<file path="src/rtl/m3i_pkg.sv">
`timescale 1ns / 1ps

package m3i_pkg;

   localparam int FRAC_BITS    = 16;
   localparam int ELEMENT_BITS = 32;
   localparam int THR_BITS     = 31;
   localparam int INT_BITS     = 64;                       // internal signed width
   localparam int PROD_BITS    = 2 * ELEMENT_BITS;         // element product
   localparam int DIFF_BITS    = PROD_BITS + 1;            // difference of two products
   localparam int COF_BITS     = DIFF_BITS - FRAC_BITS;    // rounded cofactor
   localparam int NUM_BITS     = COF_BITS + FRAC_BITS;     // |adj| * 2^F
   localparam int QUO_BITS     = ELEMENT_BITS;             // divider quotient bits
   localparam int FRONT_STAGES = 6;
   localparam int LANES        = 9;

   typedef struct packed {
      logic signed [ELEMENT_BITS-1:0] in_r0c0;
      logic signed [ELEMENT_BITS-1:0] in_r0c1;
      logic signed [ELEMENT_BITS-1:0] in_r0c2;
      logic signed [ELEMENT_BITS-1:0] in_r1c0;
      logic signed [ELEMENT_BITS-1:0] in_r1c1;
      logic signed [ELEMENT_BITS-1:0] in_r1c2;
      logic signed [ELEMENT_BITS-1:0] in_r2c0;
      logic signed [ELEMENT_BITS-1:0] in_r2c1;
      logic signed [ELEMENT_BITS-1:0] in_r2c2;
   } req_type;

   typedef struct packed {
      logic signed [ELEMENT_BITS-1:0] out_r0c0;
      logic signed [ELEMENT_BITS-1:0] out_r0c1;
      logic signed [ELEMENT_BITS-1:0] out_r0c2;
      logic signed [ELEMENT_BITS-1:0] out_r1c0;
      logic signed [ELEMENT_BITS-1:0] out_r1c1;
      logic signed [ELEMENT_BITS-1:0] out_r1c2;
      logic signed [ELEMENT_BITS-1:0] out_r2c0;
      logic signed [ELEMENT_BITS-1:0] out_r2c1;
      logic signed [ELEMENT_BITS-1:0] out_r2c2;
      logic                           singular;
      logic signed [ELEMENT_BITS-1:0] determinant;
   } rsp_type;

   // front end result: adjugate, divisor magnitude and determinant status
   typedef struct packed {
      logic [LANES-1:0][COF_BITS-1:0] adj;
      logic [INT_BITS-1:0]            dmag;
      logic                           dneg;
      logic                           singular;
      logic [ELEMENT_BITS-1:0]        det;
   } front_type;

   // status that travels beside the divider lanes
   typedef struct packed {
      logic                    singular;
      logic [ELEMENT_BITS-1:0] det;
   } side_type;

   // last divider stage of one lane
   typedef struct packed {
      logic [QUO_BITS-1:0] quo;
      logic [INT_BITS-1:0] rem;
      logic                ovf;
      logic                neg;
      logic                byp;
   } lane_type;

   function automatic logic [ELEMENT_BITS-1:0] sat_cof(input logic [COF_BITS-1:0] v);
      logic [COF_BITS-ELEMENT_BITS:0] hi;
      hi = v[COF_BITS-1:ELEMENT_BITS-1];
      if ((&hi) || !(|hi)) return v[ELEMENT_BITS-1:0];
      return v[COF_BITS-1] ? {1'b1, {(ELEMENT_BITS-1){1'b0}}}
                           : {1'b0, {(ELEMENT_BITS-1){1'b1}}};
   endfunction

   function automatic logic [ELEMENT_BITS-1:0] sat_int(input logic [INT_BITS-1:0] v);
      logic [INT_BITS-ELEMENT_BITS:0] hi;
      hi = v[INT_BITS-1:ELEMENT_BITS-1];
      if ((&hi) || !(|hi)) return v[ELEMENT_BITS-1:0];
      return v[INT_BITS-1] ? {1'b1, {(ELEMENT_BITS-1){1'b0}}}
                           : {1'b0, {(ELEMENT_BITS-1){1'b1}}};
   endfunction

endpackage

</file>
<file path="src/rtl/m3i_merge.sv">
`timescale 1ns / 1ps

module m3i_merge (
   input  m3i_pkg::lane_type            lane [m3i_pkg::LANES],
   input  logic [m3i_pkg::INT_BITS-1:0] divisor,
   input  m3i_pkg::side_type            side,
   output m3i_pkg::rsp_type             rsp
);
   import m3i_pkg::*;

   logic [ELEMENT_BITS-1:0] elem [LANES];

   // round half away from zero on the remainder, then clamp to the element range
   always_comb begin
      logic                  rnd;
      logic [QUO_BITS:0]     qr;
      logic [ELEMENT_BITS:0] lim;
      logic [ELEMENT_BITS-1:0] magv;
      for (int k = 0; k < LANES; k++) begin
         rnd  = {lane[k].rem, 1'b0} >= {1'b0, divisor};
         qr   = {1'b0, lane[k].quo} + (QUO_BITS+1)'(rnd);
         lim  = {2'b00, {(ELEMENT_BITS-1){1'b1}}} + (ELEMENT_BITS+1)'(lane[k].neg);
         magv = (lane[k].ovf || ((ELEMENT_BITS+1)'(qr) > lim)) ? lim[ELEMENT_BITS-1:0]
                                                               : qr[ELEMENT_BITS-1:0];
         if (lane[k].byp) elem[k] = lane[k].quo;
         else elem[k] = lane[k].neg ? (~magv + 1'b1) : magv;
      end
   end

   assign rsp.out_r0c0    = elem[0];
   assign rsp.out_r0c1    = elem[1];
   assign rsp.out_r0c2    = elem[2];
   assign rsp.out_r1c0    = elem[3];
   assign rsp.out_r1c1    = elem[4];
   assign rsp.out_r1c2    = elem[5];
   assign rsp.out_r2c0    = elem[6];
   assign rsp.out_r2c1    = elem[7];
   assign rsp.out_r2c2    = elem[8];
   assign rsp.singular    = side.singular;
   assign rsp.determinant = side.det;

endmodule

</file>
<file path="config.mk">
export PLATFORM = sky130hd
export DESIGN_NAME = m3i_merge
export DESIGN_NICKNAME = d
export VERILOG_FILES = /design/src/rtl/m3i_pkg.sv /design/src/rtl/m3i_merge.sv
export SDC_FILE = /design/constraint.sdc
export NUM_CORES = 2
export LEC_CHECK = 0
export BUFFER_PORTS_ARGS = -buffer_cell sky130_fd_sc_hd__buf_2
export CELL_PAD_IN_SITES_DETAIL_PLACEMENT = 1
export CELL_PAD_IN_SITES_GLOBAL_PLACEMENT = 1
export CORE_AREA = 2 2 512 514
export DETAILED_ROUTE_END_ITERATION = 8
export DIE_AREA = 0 0 514 516
export GPL_ROUTABILITY_DRIVEN = 0
export PLACE_DENSITY_LB_ADDON = 0.1
export SYNTH_ARGS = -nofsm -noshare
export SYNTH_HDL_FRONTEND = slang
export SYNTH_SLANG_ARGS = --single-unit
</file>
<file path="constraint.sdc">
create_clock -name vclk -period 15.1
set_input_delay 2.265 -clock vclk [all_inputs]
set_output_delay 2.265 -clock vclk [all_outputs]
set_load 0.02 [all_outputs]
</file>
==> impl_metrics.yaml <==
outcome:
  status: "finished clean"
power:
  vdd_drop_max_v: 0.00001770
  p_total_mw: 1.822
  internal_power_mw: 0.6321
  combinationalPowerShare_pct: 100.0
  p_clk_share_pct: 0
  switching_share_pct: 65.30
  p_switching_mw: 1.190
  leakage_nw: 24.62
  p_seq_share_pct: 0
  p_per_area_nw_per_um2: 33.78
yosys:
  synth_nets: 8184
  ys_warn_count: 0
  synth_cells: 6314
  syn_avg_cell_area_sq_um: 6.793
  yosysSeqAreaShare_pct: 0
  synth_cell_type_count: 106
  syn_area_sq_um: 42890
final_layout:
  nClkBuffers: 0
  fillers: 32110
  fin_nets: 9307
  seq_cell_count: 0
  drive_gt1_share_pct: 21.92
  ff_latch_area_sq_um: 0
  syn_to_final_growth_pct: 25.73
setup_path:
  max_stage_delay_ns: 0.83
  critical_path.max_fanout: 10
  start_kind: "primary input"
  crit_top_cell: "ha_1"
  critPathKind: "in -> out"
  crit_arrival_ns: 12.31
  worstSetupEndpointType: "output pin"
  cp_slowest_cell: "nor4_1"
  critPathRequiredTime_ns: 12.84
die:
  core-area_sq_um: 259200
  pin_count: 1309
  die-area_sq_um: 265200
  fp.dieW_um: 514
  rows: 187
  dieHeight_um: 516
  start_util_pct: 16.54
routing:
  via_per_inst: 5.101
  ant_nets: 0
  vias: 55630
  drcViolationCount: 0
  wl_mm: 309.3
  first_pass_iters: 5
  drt_iter0_drc: 3265
  detail_route.wl_per_cell_um: 28.36
global_routing:
  grt_start_max_net_pins: 76
  antenna_found_initial: 152
  grt_pass1_wl_mm: 432.7
  overflow: 0
  grt_pass1_vias: 56670
  grtUsageTotal_pct: 22.11
worst_hold_path:
  holdPathEnd: "rsp[17]"
  hold_path_depth: 0
  hold_start: "side[17]"
  hold_class: "in -> out"
timing:
  post-route-period-util_pct: 96.50
  slew_violations: 0
  worst-slew-pin-transition_ns: 1.162
  hold_viol_final: 0
  setup_viol: 0
  relSlewSlack_pct: 21.80
  tns_ns: 0
  fin_crit_ns: 14.57
  setup_slack_ns: 0.5286
  rsz0062_at_grt: "false"
  fmax_mhz: 68.63
place:
  dp_hpwl_mm: 269.3
  pre_cts_slack_ns: 0.5078
  io_buffer_count: 1243
clocking:
  cts_setup_buffers: 0
  cts_hold_buffers: 0
job:
  drv_cap: 0
## layout by cell type, fill, tap and decap left out, types with 199 or more instances in the layout
cell,synthesis,layout
inv_1,279,279
a21oi_1,573,572
o21ai_0,361,359
a21o_1,327,327
xnor2_1,199,199
buf_4,44,252
nor2_1,380,378
ha_1,882,882
nand4_1,281,281
buf_2,47,1243
nand3_1,261,261
nor3_1,222,219
nand2_1,576,576
## worst max-delay path by stage
stage	from	endpoint	slack [ns]	cells after the start
after global routing	divisor[2]	rsp[83]	0.07	42
final	divisor[57]	rsp[177]	0.53	35
after detailed placement	divisor[2]	rsp[251]	0.51	38
after global placement	divisor[57]	rsp[177]	0.66	34
after CTS	divisor[2]	rsp[251]	0.44	39
after floorplan	divisor[18]	rsp[91]	2.03	39
## cells by family (layout without fill, tap and decap cells)
group | Yosys count | in the layout | synth area share [%]
buffers and inverters | 662 | 1783 | 6.360
AND/OR/NAND/NOR | 2377 | 2377 | 29.05
adder cells (fa/ha/maj) | 882 | 882 | 25.73
XOR/XNOR | 301 | 301 | 6.164
multiplexers | 108 | 108 | 2.576
AO/OA/AOI/OAI | 1984 | 1984 | 30.12
other | 0 | 67 | 0
## cell type report
cell class	instances	area, sq um	share of cell area (%)
timing repair buffer	1497	8144	15.10
tap	3402	4257	7.894
multi-input combinational	5652	40280	74.70
inverter	286	1074	1.991
antenna	67	167.7	0.3109
## timing repair
| action | CTS | global route |
|---|---|---|
| endpoints found under the hold margin | 0 | 0 |
| setup endpoints to repair | 0 | 7 |
| gates resized for setup | 0 | 5 |
## cells in the mapped netlist (all sizes together), types with 50 or more instances
| cell type | n | share of area (%) |
|---|---|---|
| a211oi | 111 | 1.9 |
| a21o | 327 | 5.7 |
| a21oi | 573 | 6.7 |
| a31oi | 75 | 1.1 |
| and2 | 51 | 0.74 |
| and3 | 90 | 1.3 |
| buf | 109 | 1.5 |
| clkbuf | 267 | 2.3 |
| ha | 882 | 26 |
| inv | 279 | 2.4 |
| mux2i | 89 | 2.1 |
| nand2 | 576 | 5.0 |
| nand2b | 50 | 0.73 |
| nand3 | 267 | 3.2 |
| nand4 | 283 | 4.2 |
| nor2 | 380 | 3.3 |
| nor3 | 224 | 2.7 |
| nor4 | 125 | 2.0 |
| o211ai | 56 | 0.98 |
| o21a | 52 | 0.91 |
| o21ai | 367 | 4.3 |
| o31ai | 80 | 1.4 |
| or3 | 69 | 1.0 |
| xnor2 | 200 | 4.1 |
| xor2 | 101 | 2.1 |
## layer usage
metal	track usage, %	vias to the layer above	wire (um)
met1	28.34	27290	136200
met5	0	-	471
li1	-	26430	-
met3	2.333	297	12860
met4	3.229	70	7508
met2	40.26	1535	152200
## power groups by stage
stage,combinational [mW],clock (mW),sequential (mW)
after CTS,1.84,0,0
after floorplan,1.01,0,0
after global routing,2.00,0.000000318,0
after detailed placement,1.83,0,0
after global placement,1.81,0,0
final,1.82,0.000000505,0
## through the flow
stage                     cells  utilization, %  hold slack (ns)  instance area, sq um
after floorplan            6314               -            4.643                 42890
after global placement    10840           20.72            4.530                 53710
after detailed placement  10840           20.72            4.530                 53730
after CTS                 10840           20.72            4.530                 53730
after global routing      10870           20.77            4.530                 53840
final                     10900           20.80            4.530                 53920
## critical path, delay by kind of cell
| kind | cells | cell delay [ns] |
|---|---|---|
| AND/OR/NAND/NOR | 11 | 4.16 |
| buffers and inverters | 7 | 1.65 |
| adder cells (fa/ha/maj) | 5 | 1.50 |
| XOR/XNOR | 1 | 0.25 |
| AO/OA/AOI/OAI | 11 | 2.43 |
Power figures use the tool's default switching activity.
